==> src/frpt_pkg.sv <==
// ----------------------------------------------------------------------------
// frpt_pkg: shared types and constants of the flood route parent tracker
// Item, result and configuration records, message and action codes, and
// the reset values of the configuration registers.
// ----------------------------------------------------------------------------
`default_nettype none

package frpt_pkg;

  localparam int unsigned ADDR_W   = 16;
  localparam int unsigned SEQ_W    = 16;
  localparam int unsigned HOP_W    = 8;
  localparam int unsigned JIT_W    = 9;
  localparam int unsigned ACT_W    = 2;
  localparam int unsigned WAIT_W   = 16;
  localparam int unsigned CFG_IDX_W = 2;
  localparam int unsigned CFG_DAT_W = 16;

  // Configuration register reset values
  localparam logic [HOP_W-1:0]  MAX_HOP_RST   = 8'd16;
  localparam logic [ADDR_W-1:0] NO_PARENT_RST = 16'hFFFF;
  localparam logic [WAIT_W-1:0] WAIT_TICKS_RST = 16'd1000;

  // Input item kinds
  typedef enum logic [ACT_W-1:0] {
    ACT_TICK   = 2'd0,
    ACT_FLOOD  = 2'd1,
    ACT_REPORT = 2'd2
  } action_t;

  // Configuration register indexes
  typedef enum logic [CFG_IDX_W-1:0] {
    CFG_MAX_HOP    = 2'd0,
    CFG_NO_PARENT  = 2'd1,
    CFG_WAIT_TICKS = 2'd2
  } cfg_idx_t;

  // Transmitted message kinds
  localparam logic MSG_FLOOD  = 1'b0;
  localparam logic MSG_REPORT = 1'b1;

  typedef struct packed {
    logic [ACT_W-1:0]  action;
    logic [ADDR_W-1:0] source;
    logic [SEQ_W-1:0]  seq_no;
    logic [HOP_W-1:0]  hops;
    logic [JIT_W-1:0]  jitter;
  } item_t;

  typedef struct packed {
    logic [ADDR_W-1:0] dest_addr;
    logic              msg_kind;
    logic [SEQ_W-1:0]  out_seq;
    logic [HOP_W-1:0]  out_hops;
  } result_t;

  typedef struct packed {
    logic [HOP_W-1:0]  max_hop;
    logic [ADDR_W-1:0] no_parent_addr;
    logic [WAIT_W-1:0] parent_wait_ticks;
  } cfg_t;

endpackage

`default_nettype wire

==> src/frpt_in_if.sv <==
// ----------------------------------------------------------------------------
// frpt_in_if: received message / tick channel
// Valid/ready channel carrying one received flood, report or tick per beat.
// ----------------------------------------------------------------------------
`default_nettype none

interface frpt_in_if;
  logic                         valid;
  logic                         ready;
  logic [frpt_pkg::ACT_W-1:0]   action;
  logic [frpt_pkg::ADDR_W-1:0]  source;
  logic [frpt_pkg::SEQ_W-1:0]   seq_no;
  logic [frpt_pkg::HOP_W-1:0]   hops;
  logic [frpt_pkg::JIT_W-1:0]   jitter;

  modport source_mp (output valid, action, source, seq_no, hops, jitter, input ready);
  modport sink_mp   (input valid, action, source, seq_no, hops, jitter, output ready);
endinterface

`default_nettype wire

==> src/frpt_out_if.sv <==
// ----------------------------------------------------------------------------
// frpt_out_if: transmit request channel
// Valid/ready channel carrying one message to transmit per beat.
// ----------------------------------------------------------------------------
`default_nettype none

interface frpt_out_if;
  logic                         valid;
  logic                         ready;
  logic [frpt_pkg::ADDR_W-1:0]  dest_addr;
  logic                         msg_kind;
  logic [frpt_pkg::SEQ_W-1:0]   out_seq;
  logic [frpt_pkg::HOP_W-1:0]   out_hops;

  modport source_mp (output valid, dest_addr, msg_kind, out_seq, out_hops, input ready);
  modport sink_mp   (input valid, dest_addr, msg_kind, out_seq, out_hops, output ready);
endinterface

`default_nettype wire

==> src/frpt_cfg.sv <==
// ----------------------------------------------------------------------------
// frpt_cfg: configuration register file
// Holds max hop count, broadcast / no-parent address and parent wait time.
// ----------------------------------------------------------------------------
`default_nettype none

module frpt_cfg (
  input  wire logic                            clk,
  input  wire logic                            rst_n,
  input  wire logic                            we,
  input  wire logic [frpt_pkg::CFG_IDX_W-1:0]  index,
  input  wire logic [frpt_pkg::CFG_DAT_W-1:0]  wdata,
  output frpt_pkg::cfg_t                       cfg
);

  frpt_pkg::cfg_t cfg_r;
  frpt_pkg::cfg_t cfg_nxt;

  // Decode the write
  always_comb begin
    cfg_nxt = cfg_r;
    if (we) begin
      unique case (index)
        frpt_pkg::CFG_MAX_HOP:    cfg_nxt.max_hop           = wdata[frpt_pkg::HOP_W-1:0];
        frpt_pkg::CFG_NO_PARENT:  cfg_nxt.no_parent_addr    = wdata[frpt_pkg::ADDR_W-1:0];
        frpt_pkg::CFG_WAIT_TICKS: cfg_nxt.parent_wait_ticks = wdata[frpt_pkg::WAIT_W-1:0];
        default:                  cfg_nxt = cfg_r;
      endcase
    end
  end

  always_ff @(posedge clk) begin
    if (!rst_n) begin
      cfg_r.max_hop           <= frpt_pkg::MAX_HOP_RST;
      cfg_r.no_parent_addr    <= frpt_pkg::NO_PARENT_RST;
      cfg_r.parent_wait_ticks <= frpt_pkg::WAIT_TICKS_RST;
    end else begin
      cfg_r <= cfg_nxt;
    end
  end

  assign cfg = cfg_r;

endmodule

`default_nettype wire

==> src/frpt_state.sv <==
// ----------------------------------------------------------------------------
// frpt_state: routing state and timers
// Applies one registered item per cycle while go is high to the flood / parent / timer state
// and produces the transmit request that a tick fires, if any.
// ----------------------------------------------------------------------------
`default_nettype none

module frpt_state (
  input  wire logic             clk,
  input  wire logic             rst_n,
  input  wire logic             go,
  input  wire frpt_pkg::item_t  item,
  input  wire frpt_pkg::cfg_t   cfg,
  output logic                  res_vld,
  output frpt_pkg::result_t     res
);

  // Pending transmission, one-hot
  typedef enum logic [2:0] {
    SEND_NONE   = 3'b001,
    SEND_FLOOD  = 3'b010,
    SEND_REPORT = 3'b100
  } send_kind_t;

  logic [frpt_pkg::SEQ_W-1:0]  flood_seq_r,   flood_seq_nxt;
  logic [frpt_pkg::HOP_W-1:0]  own_hops_r,    own_hops_nxt;
  logic [frpt_pkg::HOP_W-1:0]  best_hops_r,   best_hops_nxt;
  logic [frpt_pkg::ADDR_W-1:0] parent_r,      parent_nxt;
  logic [frpt_pkg::ADDR_W-1:0] cand_parent_r, cand_parent_nxt;
  logic [frpt_pkg::HOP_W-1:0]  cand_hops_r,   cand_hops_nxt;
  logic [frpt_pkg::ADDR_W-1:0] rpt_dest_r,    rpt_dest_nxt;
  logic [frpt_pkg::SEQ_W-1:0]  rpt_seq_r,     rpt_seq_nxt;
  send_kind_t                  send_r,        send_nxt;
  logic [frpt_pkg::JIT_W-1:0]  send_cnt_r,    send_cnt_nxt;
  logic                        wait_r,        wait_nxt;
  logic [frpt_pkg::WAIT_W-1:0] wait_cnt_r,    wait_cnt_nxt;

  logic no_parent;
  assign no_parent = (parent_r == cfg.no_parent_addr);

  // Next state and fired result
  always_comb begin
    flood_seq_nxt   = flood_seq_r;
    own_hops_nxt    = own_hops_r;
    best_hops_nxt   = best_hops_r;
    parent_nxt      = parent_r;
    cand_parent_nxt = cand_parent_r;
    cand_hops_nxt   = cand_hops_r;
    rpt_dest_nxt    = rpt_dest_r;
    rpt_seq_nxt     = rpt_seq_r;
    send_nxt        = send_r;
    send_cnt_nxt    = send_cnt_r;
    wait_nxt        = wait_r;
    wait_cnt_nxt    = wait_cnt_r;
    res_vld         = 1'b0;
    res.dest_addr   = rpt_dest_r;
    res.msg_kind    = frpt_pkg::MSG_REPORT;
    res.out_seq     = rpt_seq_r;
    res.out_hops    = own_hops_r;
    if (send_r == SEND_FLOOD) begin
      res.dest_addr = cfg.no_parent_addr;
      res.msg_kind  = frpt_pkg::MSG_FLOOD;
      res.out_seq   = flood_seq_r;
    end

    if (go) begin
      unique case (item.action)
        frpt_pkg::ACT_TICK: begin
          // Wait timer: adopt the candidate when it runs out
          if (wait_r) begin
            if (wait_cnt_r <= frpt_pkg::WAIT_W'(1)) begin
              wait_nxt      = 1'b0;
              parent_nxt    = cand_parent_r;
              best_hops_nxt = cand_hops_r;
            end else begin
              wait_cnt_nxt = wait_cnt_r - frpt_pkg::WAIT_W'(1);
            end
          end
          // Send timer: fire or count down
          if (send_r != SEND_NONE) begin
            if (send_cnt_r <= frpt_pkg::JIT_W'(1)) begin
              res_vld      = 1'b1;
              send_nxt     = SEND_NONE;
              send_cnt_nxt = '0;
            end else begin
              send_cnt_nxt = send_cnt_r - frpt_pkg::JIT_W'(1);
            end
          end
        end
        frpt_pkg::ACT_FLOOD: begin
          if (item.seq_no > flood_seq_r) begin
            wait_nxt = 1'b0;
            if (item.hops < best_hops_r || no_parent) begin
              parent_nxt    = item.source;
              best_hops_nxt = item.hops;
            end else if (item.source != parent_r) begin
              cand_parent_nxt = item.source;
              cand_hops_nxt   = item.hops;
              wait_nxt        = 1'b1;
              wait_cnt_nxt    = cfg.parent_wait_ticks;
            end
            flood_seq_nxt = item.seq_no;
            if (item.hops < cfg.max_hop) begin
              own_hops_nxt = item.hops + frpt_pkg::HOP_W'(1);
              send_nxt     = SEND_FLOOD;
              send_cnt_nxt = item.jitter;
            end
          end else if (item.seq_no < flood_seq_r) begin
            // Stale flood: report back to the sender
            rpt_dest_nxt = item.source;
            rpt_seq_nxt  = flood_seq_r;
            own_hops_nxt = cfg.max_hop - item.hops;
            send_nxt     = SEND_REPORT;
            send_cnt_nxt = item.jitter;
          end
        end
        frpt_pkg::ACT_REPORT: begin
          // Forward a fresh report toward the parent
          if (item.hops < cfg.max_hop && item.seq_no > flood_seq_r &&
              item.source != cfg.no_parent_addr && !no_parent) begin
            rpt_dest_nxt = parent_r;
            rpt_seq_nxt  = item.seq_no;
            own_hops_nxt = item.hops + frpt_pkg::HOP_W'(1);
            send_nxt     = SEND_REPORT;
            send_cnt_nxt = item.jitter;
          end
        end
        default: begin
          // Unused code: drop the beat
        end
      endcase
    end
  end

  // Control state
  always_ff @(posedge clk) begin
    if (!rst_n) begin
      flood_seq_r <= '0;
      own_hops_r  <= frpt_pkg::MAX_HOP_RST;
      best_hops_r <= frpt_pkg::MAX_HOP_RST;
      parent_r    <= frpt_pkg::NO_PARENT_RST;
      send_r      <= SEND_NONE;
      send_cnt_r  <= '0;
      wait_r      <= 1'b0;
      wait_cnt_r  <= '0;
    end else begin
      flood_seq_r <= flood_seq_nxt;
      own_hops_r  <= own_hops_nxt;
      best_hops_r <= best_hops_nxt;
      parent_r    <= parent_nxt;
      send_r      <= send_nxt;
      send_cnt_r  <= send_cnt_nxt;
      wait_r      <= wait_nxt;
      wait_cnt_r  <= wait_cnt_nxt;
    end
  end

  // Candidate and report payload
  always_ff @(posedge clk) begin
    cand_parent_r <= cand_parent_nxt;
    cand_hops_r   <= cand_hops_nxt;
    rpt_dest_r    <= rpt_dest_nxt;
    rpt_seq_r     <= rpt_seq_nxt;
  end

`ifndef SYNTHESIS
  // Results only come from an advancing tick
  a_res_on_tick: assert property (@(posedge clk) disable iff (!rst_n)
    res_vld |-> (go && item.action == frpt_pkg::ACT_TICK))
    else $error("result without a tick");

  // A fired send leaves nothing pending
  a_send_clears: assert property (@(posedge clk) disable iff (!rst_n)
    res_vld |=> (send_r == SEND_NONE))
    else $error("send still pending after firing");

  // A newer flood is adopted as the current sequence
  a_seq_adopt: assert property (@(posedge clk) disable iff (!rst_n)
    (go && item.action == frpt_pkg::ACT_FLOOD && item.seq_no > flood_seq_r)
      |=> (flood_seq_r == $past(item.seq_no)))
    else $error("newer flood sequence not adopted");
`endif

endmodule

`default_nettype wire

==> src/flood_route_parent_tracker.sv <==
// A tick that fires a send reaches the output through the input register,
//   then the result register. Throughput: one item per cycle unless the
//   output stalls; the state update is a single registered pass.
// A stalled output holds one result; the input register can take one more item.
// Reset (rst_n, synchronous, active low) restores the configuration to its
//   defaults, clears the sequence and both timers and forgets the parent.
// ----------------------------------------------------------------------------
// flood_route_parent_tracker: flooding route builder, node side
// Tracks the newest flood sequence, the min-hop parent and a candidate
// parent, and issues rebroadcasts and reports after a jitter delay.
// ----------------------------------------------------------------------------
`default_nettype none

module flood_route_parent_tracker (
  input  wire logic                            clk,
  input  wire logic                            rst_n,
  frpt_in_if.sink_mp                           in_bus,
  frpt_out_if.source_mp                        out_bus,
  input  wire logic                            cfg_we,
  input  wire logic [frpt_pkg::CFG_IDX_W-1:0]  cfg_index,
  input  wire logic [frpt_pkg::CFG_DAT_W-1:0]  cfg_wdata
);

  frpt_pkg::cfg_t    cfg;
  frpt_pkg::item_t   item_r;
  logic              in_vld_r;
  logic              advance;
  logic              res_vld;
  frpt_pkg::result_t res;
  frpt_pkg::result_t out_r;
  logic              out_vld_r;
  logic              in_take;

  frpt_cfg u_cfg (
    .clk   (clk),
    .rst_n (rst_n),
    .we    (cfg_we),
    .index (cfg_index),
    .wdata (cfg_wdata),
    .cfg   (cfg)
  );

  // Process the held beat whenever the result register can take a result
  assign advance      = in_vld_r && (!out_vld_r || out_bus.ready);
  assign in_bus.ready = !in_vld_r || advance;
  assign in_take      = in_bus.valid && in_bus.ready;

  // Input register
  always_ff @(posedge clk) begin
    if (!rst_n) begin
      in_vld_r <= 1'b0;
    end else if (in_bus.ready) begin
      in_vld_r <= in_bus.valid;
    end
  end

  always_ff @(posedge clk) begin
    if (in_take) begin
      item_r.action <= in_bus.action;
      item_r.source <= in_bus.source;
      item_r.seq_no <= in_bus.seq_no;
      item_r.hops   <= in_bus.hops;
      item_r.jitter <= in_bus.jitter;
    end
  end

  frpt_state u_state (
    .clk     (clk),
    .rst_n   (rst_n),
    .go      (advance),
    .item    (item_r),
    .cfg     (cfg),
    .res_vld (res_vld),
    .res     (res)
  );

  // Result register: load a fired send, drop the beat once taken
  always_ff @(posedge clk) begin
    if (!rst_n) begin
      out_vld_r <= 1'b0;
    end else if (advance && res_vld) begin
      out_vld_r <= 1'b1;
    end else if (out_bus.ready) begin
      out_vld_r <= 1'b0;
    end
  end

  always_ff @(posedge clk) begin
    if (advance && res_vld) begin
      out_r <= res;
    end
  end

  assign out_bus.valid     = out_vld_r;
  assign out_bus.dest_addr = out_r.dest_addr;
  assign out_bus.msg_kind  = out_r.msg_kind;
  assign out_bus.out_seq   = out_r.out_seq;
  assign out_bus.out_hops  = out_r.out_hops;

`ifndef SYNTHESIS
  // A held beat that cannot advance is kept
  a_hold_item: assert property (@(posedge clk) disable iff (!rst_n)
    (in_vld_r && !advance) |=> in_vld_r)
    else $error("input beat lost while stalled");

  // A fired result reaches the result register
  a_res_loaded: assert property (@(posedge clk) disable iff (!rst_n)
    (advance && res_vld) |=> out_vld_r)
    else $error("fired result not registered");
`endif

endmodule

`default_nettype wire
==> src/flat_wrapper.sv <==
// flat-port wrapper written by rule: the top's interface ports become plain ports
module flood_route_parent_tracker_flat 
  (clk, rst_n, cfg_we, cfg_index, cfg_wdata, in_bus_valid, in_bus_action, in_bus_source, in_bus_seq_no, in_bus_hops, in_bus_jitter, in_bus_ready, out_bus_valid, out_bus_dest_addr, out_bus_msg_kind, out_bus_out_seq, out_bus_out_hops, out_bus_ready);
  frpt_in_if in_bus_i ();
  frpt_out_if out_bus_i ();
  input  wire logic clk;
  input  wire logic rst_n;
  input  wire logic cfg_we;
  input  wire logic [frpt_pkg::CFG_IDX_W-1:0] cfg_index;
  input  wire logic [frpt_pkg::CFG_DAT_W-1:0] cfg_wdata;
  input wire logic [$bits(in_bus_i.valid)-1:0] in_bus_valid;
  input wire logic [$bits(in_bus_i.action)-1:0] in_bus_action;
  input wire logic [$bits(in_bus_i.source)-1:0] in_bus_source;
  input wire logic [$bits(in_bus_i.seq_no)-1:0] in_bus_seq_no;
  input wire logic [$bits(in_bus_i.hops)-1:0] in_bus_hops;
  input wire logic [$bits(in_bus_i.jitter)-1:0] in_bus_jitter;
  output wire logic [$bits(in_bus_i.ready)-1:0] in_bus_ready;
  output wire logic [$bits(out_bus_i.valid)-1:0] out_bus_valid;
  output wire logic [$bits(out_bus_i.dest_addr)-1:0] out_bus_dest_addr;
  output wire logic [$bits(out_bus_i.msg_kind)-1:0] out_bus_msg_kind;
  output wire logic [$bits(out_bus_i.out_seq)-1:0] out_bus_out_seq;
  output wire logic [$bits(out_bus_i.out_hops)-1:0] out_bus_out_hops;
  input wire logic [$bits(out_bus_i.ready)-1:0] out_bus_ready;
  assign in_bus_i.valid = in_bus_valid;
  assign in_bus_i.action = in_bus_action;
  assign in_bus_i.source = in_bus_source;
  assign in_bus_i.seq_no = in_bus_seq_no;
  assign in_bus_i.hops = in_bus_hops;
  assign in_bus_i.jitter = in_bus_jitter;
  assign in_bus_ready = in_bus_i.ready;
  assign out_bus_valid = out_bus_i.valid;
  assign out_bus_dest_addr = out_bus_i.dest_addr;
  assign out_bus_msg_kind = out_bus_i.msg_kind;
  assign out_bus_out_seq = out_bus_i.out_seq;
  assign out_bus_out_hops = out_bus_i.out_hops;
  assign out_bus_i.ready = out_bus_ready;
  flood_route_parent_tracker u_core (.clk(clk), .rst_n(rst_n), .in_bus(in_bus_i), .out_bus(out_bus_i), .cfg_we(cfg_we), .cfg_index(cfg_index), .cfg_wdata(cfg_wdata));
endmodule
==> config.mk <==
export PLATFORM = sky130hd
export DESIGN_NAME = flood_route_parent_tracker_flat
export DESIGN_NICKNAME = d
export VERILOG_FILES = /design/src/frpt_pkg.sv /design/src/frpt_in_if.sv /design/src/frpt_out_if.sv /design/src/frpt_cfg.sv /design/src/frpt_state.sv /design/src/flood_route_parent_tracker.sv /design/src/flat_wrapper.sv
export SDC_FILE = /design/constraint.sdc
export NUM_CORES = 1
export LEC_CHECK = 0
export BUFFER_PORTS_ARGS = -buffer_cell sky130_fd_sc_hd__buf_2
export CORE_ASPECT_RATIO = 0.7
export CORE_MARGIN = 2
export CORE_UTILIZATION = 25
export CTS_BUF_LIST = sky130_fd_sc_hd__clkbuf_4 sky130_fd_sc_hd__clkbuf_8
export CTS_CLUSTER_DIAMETER = 40
export DETAILED_ROUTE_END_ITERATION = 8
export GPL_TIMING_DRIVEN = 0
export HOLD_SLACK_MARGIN = 0.12
export PLACE_DENSITY_LB_ADDON = 0.08
export SLEW_MARGIN = 20
export SYNTH_ARGS = -nofsm -noshare
export SYNTH_HDL_FRONTEND = slang
export SYNTH_SLANG_ARGS = --single-unit
==> constraint.sdc <==
create_clock -name clk -period 10.3 [get_ports clk]
set_input_delay 2.06 -clock clk [delete_from_list [all_inputs] [get_ports clk]]
set_output_delay 2.06 -clock clk [all_outputs]
set_load 0.01 [all_outputs]
=== Yosys cells after proc, flatten, opt, wreduce, memory -nomap -nowiden ===
Cells that the tools add are included.

* Bits of input ports: 74
* Word-level logic and storage cells: 146
* Register bits after elaboration: 267
* Output and inout port bits: 43

* Add/subtract/negate cells: 4
* Mux-type cells: 56
* Equal/unequal tests: 23
* Reductions and logical operators: 30
* $lt $le $gt $ge: 6
* Bitwise gates (word level): 1

{| class="wikitable"
|+ Operator list
! kind !! count
|-
| 2-to-1 mux 16 bit || 15
|-
| case mux 16 bit (2 select lines) || 4
|-
| 2-to-1 mux 8 bit || 8
|-
| 2-to-1 mux 9 bit || 6
|-
| 2-to-1 mux 33 bit || 1
|-
| != test 16 bit || 2
|-
| case mux 8 bit (2 select lines) || 2
|-
| case mux 9 bit (3 select lines) || 1
|-
| != test 2 bit (second input constant) || 12
|-
| 2-to-1 mux 3 bit || 6
|-
| == test 16 bit || 1
|-
| > comparator 16 bit || 1
|-
| <= comparator 16 x 1 -> 1 bit (second input constant) || 1
|-
| < comparator 16 bit || 1
|-
| < comparator 8 bit || 2
|-
| subtractor 16 x 1 -> 16 bit (second input constant) || 1
|-
| AND reduction 5 bit || 3
|-
| AND reduction 7 bit || 2
|-
| AND reduction 6 bit || 2
|-
| 2-to-1 mux 1 bit || 11
|-
| <= comparator 9 x 1 -> 1 bit (second input constant) || 1
|-
| case mux 3 bit (3 select lines) || 1
|-
| subtractor 9 x 1 -> 9 bit (second input constant) || 1
|-
| adder 8 x 1 -> 8 bit (second input constant) || 1
|-
| 16 further kinds || 34
|}

=== Longest topological paths before layout ===
Gate-level depths: netlist of the first run.

* Depth in word-level cells: 7
* Gate-level depth with buffers: 12
* Depth with buffers taken out: 11

=== Cells and area by module ===
A second synthesis of the first run with hierarchy kept.

* Cell total of the unflattened synthesis: 1112
* Area, all modules: 12713.4 µm²

{| class="wikitable"
|+ By module, submodules not included
! module !! area an instance (µm²) !! cells each !! instances !! seq. area each (µm²)
|-
| frpt_state || 8171.6 || 837 || 1 || 3223.1
|-
| flood_route_parent_tracker || 2875.3 || 105 || 1 || 2802.7
|-
| frpt_cfg || 1666.6 || 170 || 1 || 800.8
|}

=== Least setup slack after synthesis of the first run ===
OpenSTA, ideal clock, no wires.

* Path type: input to register
* Start: input port out_bus_ready
* End: register u_core.out_r, in the netlist u_core.out_bus.dest_addr[0] (enable)
* Buffers on the path: 1
* Setup time: 0.441 ns
* Setup slack: 5.642 ns
* Required time: 9.859 ns
* Stages on the path: 4
* Data arrival time: 4.217 ns
* Path through: nor2b_1 nand2b_1 clkbuf_1 nor2_1

* Longest elaborated chain between the ends: 4

{| class="wikitable"
|+ RTL lines
! item !! line !! RTL
|-
| from (decl) || flat_wrapper.sv:23 || <nowiki>input wire logic [$bits(out_bus_i.ready)-1:0] out_bus_ready;</nowiki>
|-
| logical OR 1 bit (*) || flood_route_parent_tracker.sv:44 || <nowiki>assign advance = in_vld_r && (!out_vld_r || out_bus.ready);</nowiki>
|-
| logical AND 1 bit (*) || flood_route_parent_tracker.sv:44 ||
|-
| 2-to-1 mux 1 bit || frpt_state.sv:66 || <nowiki>if (go) begin</nowiki>
|-
| logical AND 1 bit (*) || flood_route_parent_tracker.sv:89 || <nowiki>if (advance && res_vld) begin</nowiki>
|-
| to (signal assigned) || flood_route_parent_tracker.sv:90 || <nowiki>out_r <= res;</nowiki>
|-
| to (decl) || flood_route_parent_tracker.sv:30 || <nowiki>frpt_pkg::result_t out_r;</nowiki>
|}

Mark *: on every way between the ends. The rest lies on a longest branch, timed or not.
A chain may end at the register's enable or synchronous reset.

=== Worst setup path after layout of the first run ===
* Start: input port out_bus_ready
* End: output port in_bus_ready

* Longest elaborated chain between the ends: 3

{| class="wikitable"
|+ RTL lines
! item !! line !! RTL
|-
| logical OR 1 bit || flood_route_parent_tracker.sv:44 ||
|-
| logical AND 1 bit || flood_route_parent_tracker.sv:44 ||
|-
| logical OR 1 bit || flood_route_parent_tracker.sv:45 || <nowiki>assign in_bus.ready = !in_vld_r || advance;</nowiki>
|-
| to (decl) || flat_wrapper.sv:17 || <nowiki>output wire logic [$bits(in_bus_i.ready)-1:0] in_bus_ready;</nowiki>
|}

No other way between the ends.

==> reports/metrics.cfg, run 1 <==
[timing]
holdWs_ns=0.437
hold_viol=0
finalCritPeriodShare_pct=45.4
slew_viol_final=0
finalClockSkew_ns=0.0452
period_minus_slack_ns=4.68
grt_setup_unrepaired=false
max_freq_mhz=214
relSlewSlack_pct=23.7
setup_tns_ns=0
tightest_slew_ns=1.13
setup_viol=0

[pwr]
p_clk_share_pct=45.1
comb_power_share_pct=10.8
internal-power_mw=2.04
p_leak_nw=5.46
power_frac_seq_pct=44.0
p_per_area_mw_per_mm2=185
p_sw_mw=0.711
vdd_drop_max_v=0.0000798
switching_share_pct=25.8
totalPowerFinal_mw=2.76

[worst_hold_path]
holdPathStages=0
hp-start=u_core.u_state.own_hops_r[3]
min_path_type=flop to flop

[job]
cap_violations=0

[logic_synthesis]
ys_ff_latch=267
syn-instance-count=1097
synth-edff-count=148
async_reset_ff_share_pct=0
syn_area_mm2=0.0122
synth_nets=1211
yosys_most_used_dff=edfxtp_1
ys_types=65
avgSynthCellArea_um2=11.2
yosys_warnings=0
ys_seq_area_share_pct=55.8

[setup_path]
reg2regPathDepth=11
path_cells=buf_2, nor2b_1, nand2_1, buf_2
worstReg2RegStart=u_core.item_r[24]
crit_family=simple AND/OR/NAND/NOR gates
critPathLaunch=out_bus_ready
crit_buf_inv=2
slowest_stage=nor2b_1
crit_path_start_kind=primary input
arrival_ns=2.62
endpoint_kind=primary output
cp.depth=4
crit_path_max_fanout=4
crit_type=primary input to primary output
crit_path_frequent_cell=buf_2
worst_path_largest_cell_delay_ns=0.20
cp.required_ns=8.24

[clock_tree]
ctsHoldBuffers=0
cts_resized=0
post-cts-setup-buffers=0
cts_buffer_depth=3
cts.sinks=267
cts_htree_levels=2
ctsRootBufferMaster=clkbuf_8
clock_latency_ns=0.62
cts_tree=built
cts_made_buffers=48
path_clk_slew_ns=0.06

[placed_design]
port_buffers=115
dp_hpwl_um=27100
globalplace.congestion=0.783

[global_routing]
grt_pass1_wl_um=57100
gr-usage-all-layers_pct=15.0
grt_overflow=0
antenna_found_initial=0
grt_max_degree=33
grt_pass1_vias=8911

[floorplanning]
dieArea_mm2=0.0508
die_h_um=189
pin_count=117
rows=67
start_util_pct=25.4
die_w_um=268
core_mm2=0.0481

[detailed_routing]
viasPerCell=4.49
dr.pass1.iters=4
drc_errors=0
ant_nets=0
wl_per_cell_um=19.3
wirelength_um=37800
num_vias=8788
first_iter_violations=614

[layout]
diodes=0
layout-drive-gt1-share_pct=21.9
area_delta_synth_final_pct=21.7
num-nets-final=1379

[run_status]
status=complete, no violations

## cell families (layout without fill, tap and decap cells)
group | Yosys count | in the layout | synth area share, %
and+or+nand+nor | 344 | 344 | 13.1
DFF | 267 | 267 | 55.8
AOI/OAI and AO/OA | 181 | 181 | 10.3
buffers and inverters | 102 | 309 | 3.47
muxes | 101 | 101 | 8.77
xor gates and xnor gates | 62 | 62 | 4.44
adders and majority gates | 40 | 40 | 4.15
## layout by cell type (no fill, tap or decap), types with 5 or more instances in the layout
cell / count
bufinv_16: 10
nand3_1: 53
buf_2: 121
clkbuf_1: 37
nor2_1: 73
clkinv_2: 6
nand2b_1: 6
clkinv_1: 8
o21ai_1: 5
xnor2_1: 60
a21o_1: 8
mux2_2: 50
mux2i_1: 51
nand2_1: 128
o31a_1: 17
a21oi_1: 33
a211o_1: 5
a32o_1: 15
clkbuf_4: 11
buf_1: 5
nor3_1: 24
a211oi_1: 15
nand4_1: 18
nor4_1: 8
dfxtp_1: 119
edfxtp_1: 148
clkbuf_8: 51
nor2b_1: 6
ha_1: 39
o21ai_0: 48
or3_1: 7
inv_1: 46
## registers in the layout, indices dropped and copies added, names as in the netlist, 9 cells and up
| signal | flops |
|---|---|
| u_core.item_r | 51 |
| u_core.out_bus.dest_addr | 16 |
| u_core.out_bus.out_seq | 16 |
| u_core.u_cfg.cfg | 40 |
| u_core.u_state.cand_parent_r | 16 |
| u_core.u_state.flood_seq_r | 16 |
| u_core.u_state.parent_r | 16 |
| u_core.u_state.rpt_dest_r | 16 |
| u_core.u_state.rpt_seq_r | 16 |
| u_core.u_state.send_cnt_r | 9 |
| u_core.u_state.wait_cnt_r | 16 |
## path summary, 6_finish.rpt
path | to | slack (ns)
min | u_core.out_bus.out_hops[3] | 0.44
max reg2reg | u_core.u_state.cand_parent_r[8] | 6.56
max | in_bus_ready | 5.62
min reg2reg | u_core.out_bus.out_hops[3] | 0.44
## routing by layer
layer	vias up	GRT usage (%)	routed length (µm)
li1	4330	-	-
met1	4241	23.4	20400
met2	169	21.2	15000
met3	48	2.94	1720
met4	0	3.18	610
met5	-	0	0
## power groups by stage
stage               clock network (mW)  registers, mW  logic [mW]
global route                      1.34           1.22       0.335
global placement                     0           1.24       0.298
detailed placement                   0           1.24       0.299
CTS                               1.29           1.21       0.301
floorplan                            0           1.22       0.203
finish                            1.24           1.21       0.299
## synth_stat cells, drive strengths merged, types with 2 or more instances
cell / count / share of area, %
a32o: 15 / 1.2
o31ai: 4 / 0.29
xnor2: 60 / 4.3
or2: 3 / 0.15
o41ai: 2 / 0.14
nand2: 128 / 3.9
a21o: 8 / 0.49
nor3: 25 / 1.1
o21bai: 2 / 0.12
inv: 47 / 1.4
nand4: 19 / 1.0
nor2: 74 / 2.3
or3: 7 / 0.36
a211oi: 15 / 0.92
a221oi: 4 / 0.34
ha: 39 / 4.0
nor2b: 6 / 0.31
dfxtp: 119 / 19
buf: 17 / 0.86
edfxtp: 148 / 36
a211o: 6 / 0.44
nand2b: 6 / 0.31
mux2i: 51 / 4.2
o211ai: 2 / 0.12
and2: 3 / 0.17
nand3: 53 / 2.2
o211a: 4 / 0.33
nand3b: 2 / 0.12
a21oi: 37 / 1.6
nor4: 10 / 0.69
a21boi: 2 / 0.12
xor2: 2 / 0.14
clkbuf: 37 / 1.1
mux2: 50 / 4.6
o31a: 17 / 1.2
o21ai: 53 / 2.2
nor3b: 4 / 0.29
a22o: 4 / 0.29
## final cells by class
class                   instances  area, µm²
fillers                      5019      33200
well taps                     655        820
flip-flops and latches        267       6830
multi-input cells             728       5010
clock inverters                27        394
inverters                      48        180
plain buffers                  54        244
clock buffers                  62        785
repair buffers                118        636
## metrics by stage
step / utilization (%) / area [µm²] / std cells / setup WS (ns)
finish: 31.0 / 14900 / 1959 / 5.62
global route: 31.0 / 14900 / 1959 / 5.60
CTS: 31.0 / 14900 / 1959 / 5.63
detailed placement: 28.5 / 13700 / 1870 / 5.56
global placement: 28.3 / 13600 / 1867 / 3.76
floorplan: - / 12200 / 1097 / 5.64
Note: power is estimated with default switching activity, not from simulation.
==> run 2, diff against run 1 <==
==> constraint.sdc (replaced) <==
create_clock -name clk -period 3.9 [get_ports clk]
set_input_delay 0.78 -clock clk [delete_from_list [all_inputs] [get_ports clk]]
set_output_delay 0.78 -clock clk [all_outputs]
set_load 0.01 [all_outputs]
==> run 2 against run 1 <==
  * Global-route usage unchanged
  * Die area unchanged
  * Core utilization about the same
  * Worst hold slack got worse by 0.10 ns
  * Non-clock buffer count unchanged
  * First-iteration DRC count down 0.16%
  * Sequential share of layout area hardly changed
  * Design area about the same
==> reports/metrics.cfg, run 2 (synthesis gave the netlist of run 1 again) <==
[setup_path]
crit_buf_inv=3
crit_path_frequent_cell=buf_2
critPathLaunch=u_core.item_r[24]
arrival_ns=3.77
slowest_stage=edfxtp_1
cp.required_ns=4.15
path_cells=ha_1, o21ai_0, o21ai_1, o211ai_1, a21oi_2, o21a_1, nor2b_1, buf_2, buf_2, nand2_1, inv_6
r2r_slack_ns=0.38
reg2regPathDepth=11
worst_path_largest_cell_delay_ns=0.43
crit_path_start_kind=flop
endpoint_kind=flop
worstReg2RegStart=u_core.item_r[24]
crit_family=buffers and inverters
cp.depth=11
crit_type=flop to flop
crit_path_max_fanout=24

[pwr]
p_leak_nw=5.45
vdd_drop_max_v=0.000211
comb_power_share_pct=10.8
p_per_area_mw_per_mm2=489
power_frac_seq_pct=44.0
internal-power_mw=5.40
p_clk_share_pct=45.2
switching_share_pct=25.8
p_sw_mw=1.88

[detailed_routing]
ant_nets=0
first_iter_violations=613
wirelength_um=37800
dr.pass1.iters=4
drc_errors=0
met2_length_um=15000
num_vias=8812
met3_length_um=1800
wl_per_cell_um=19.3
viasPerCell=4.50
wirelength_met1_um=20400
dr.max_layer_used=met4

[floorplanning]
core_mm2=0.0481
start_util_pct=25.4
rows=67
pin_count=117
die_w_um=268
die_h_um=189
dieArea_mm2=0.0508

[clock_tree]
cts_made_buffers=48
ctsRootBufferMaster=clkbuf_8
post-cts-setup-buffers=0
path_clk_slew_ns=0.07
cts.sinks=267
cts_htree_levels=2
cts_tree=built
cts_resized=0
clock_latency_ns=0.62
ctsHoldBuffers=0
cts_buffer_depth=3

[placed_design]
port_buffers=115
dp_slack_ns=0.0914
dp_hpwl_um=27100
globalplace.congestion=0.783

[timing]
holdWs_ns=0.336
max_freq_mhz=284
hold_viol=0
setup_viol=0
finalCritPeriodShare_pct=90.2
tightest_slew_ns=1.12
setup_tns_ns=0
period_minus_slack_ns=3.52
timing.final.ws_setup_ns=0.382
grt_setup_unrepaired=false
finalClockSkew_ns=0.0469
relSlewSlack_pct=24.6
slew_viol_final=0

[worst_hold_path]
hp-start=in_bus_hops[6]
holdPathStages=1
min_path_type=primary input to flop

[layout]
regMostFlops=u_core.item_r
ff_latch_area_mm2=0.00683
largest_reg_flops=51
num-nets-final=1379
layout-drive-gt1-share_pct=21.9
final_common_cell=edfxtp_1
final_cell_mix=148 x edfxtp_1, 128 x nand2_1, 121 x buf_2
area_delta_synth_final_pct=21.7
multi_input_area_mm2=0.00501
nFillCells=5020
diodes=0

[global_routing]
grt_pass1_wl_um=57100
grt_overflow=0
grt_pass1_vias=8911
gr-usage-all-layers_pct=15.0
antenna_found_initial=0
grt_max_degree=33

[run_status]
status=complete, no violations

[job]
cap_violations=0

==> run 2: cell counts in the layout (fill, tap and decap cells not counted) <==
No cell type changed its count.
==> run 2: worst paths after layout <==
check / end
max: u_core.u_state.cand_parent_r[8]
max reg2reg: u_core.u_state.cand_parent_r[8]
min: u_core.item_r[15]
min reg2reg: u_core.out_bus.out_hops[3]
==> run 2: power groups by stage <==
stage	registers [mW]	logic [mW]	clock network, mW
6_report	3.20	0.789	3.29
5_1_grt	3.22	0.884	3.54
4_1_cts	3.21	0.795	3.39
3_3_place_gp	3.27	0.786	0
3_5_place_dp	3.26	0.789	0
2_1_floorplan	3.22	0.536	0
==> run 2: stage by stage <==
step                      area [µm²]  power [mW]  cells  util (%)
after floorplan                12200        3.75   1097         -
after global placement         13600        4.06   1867      28.3
after detailed placement       13700        4.05   1870      28.5
after CTS                      14900        7.40   1959      31.0
after global routing           14900        7.64   1959      31.0
final                          14900        7.28   1959      31.0
==> run 2: cell type report <==
cell class,count,area share [%]
Sequential cell,267,45.8
Buffer,54,1.64
Timing Repair Buffer,118,4.27
Inverter,48,1.24
Tap cell,655,5.50
Multi-Input combinational cell,728,33.6
Clock inverter,27,2.65
Clock buffer,62,5.27
==> run 2: layer usage <==
| metal | vias up | GRT usage [%] |
|---|---|---|
| li1 | 4328 | - |
| met1 | 4253 | 23.4 |
| met2 | 183 | 21.2 |
| met3 | 48 | 2.94 |
| met4 | 0 | 3.18 |
| met5 | - | 0 |
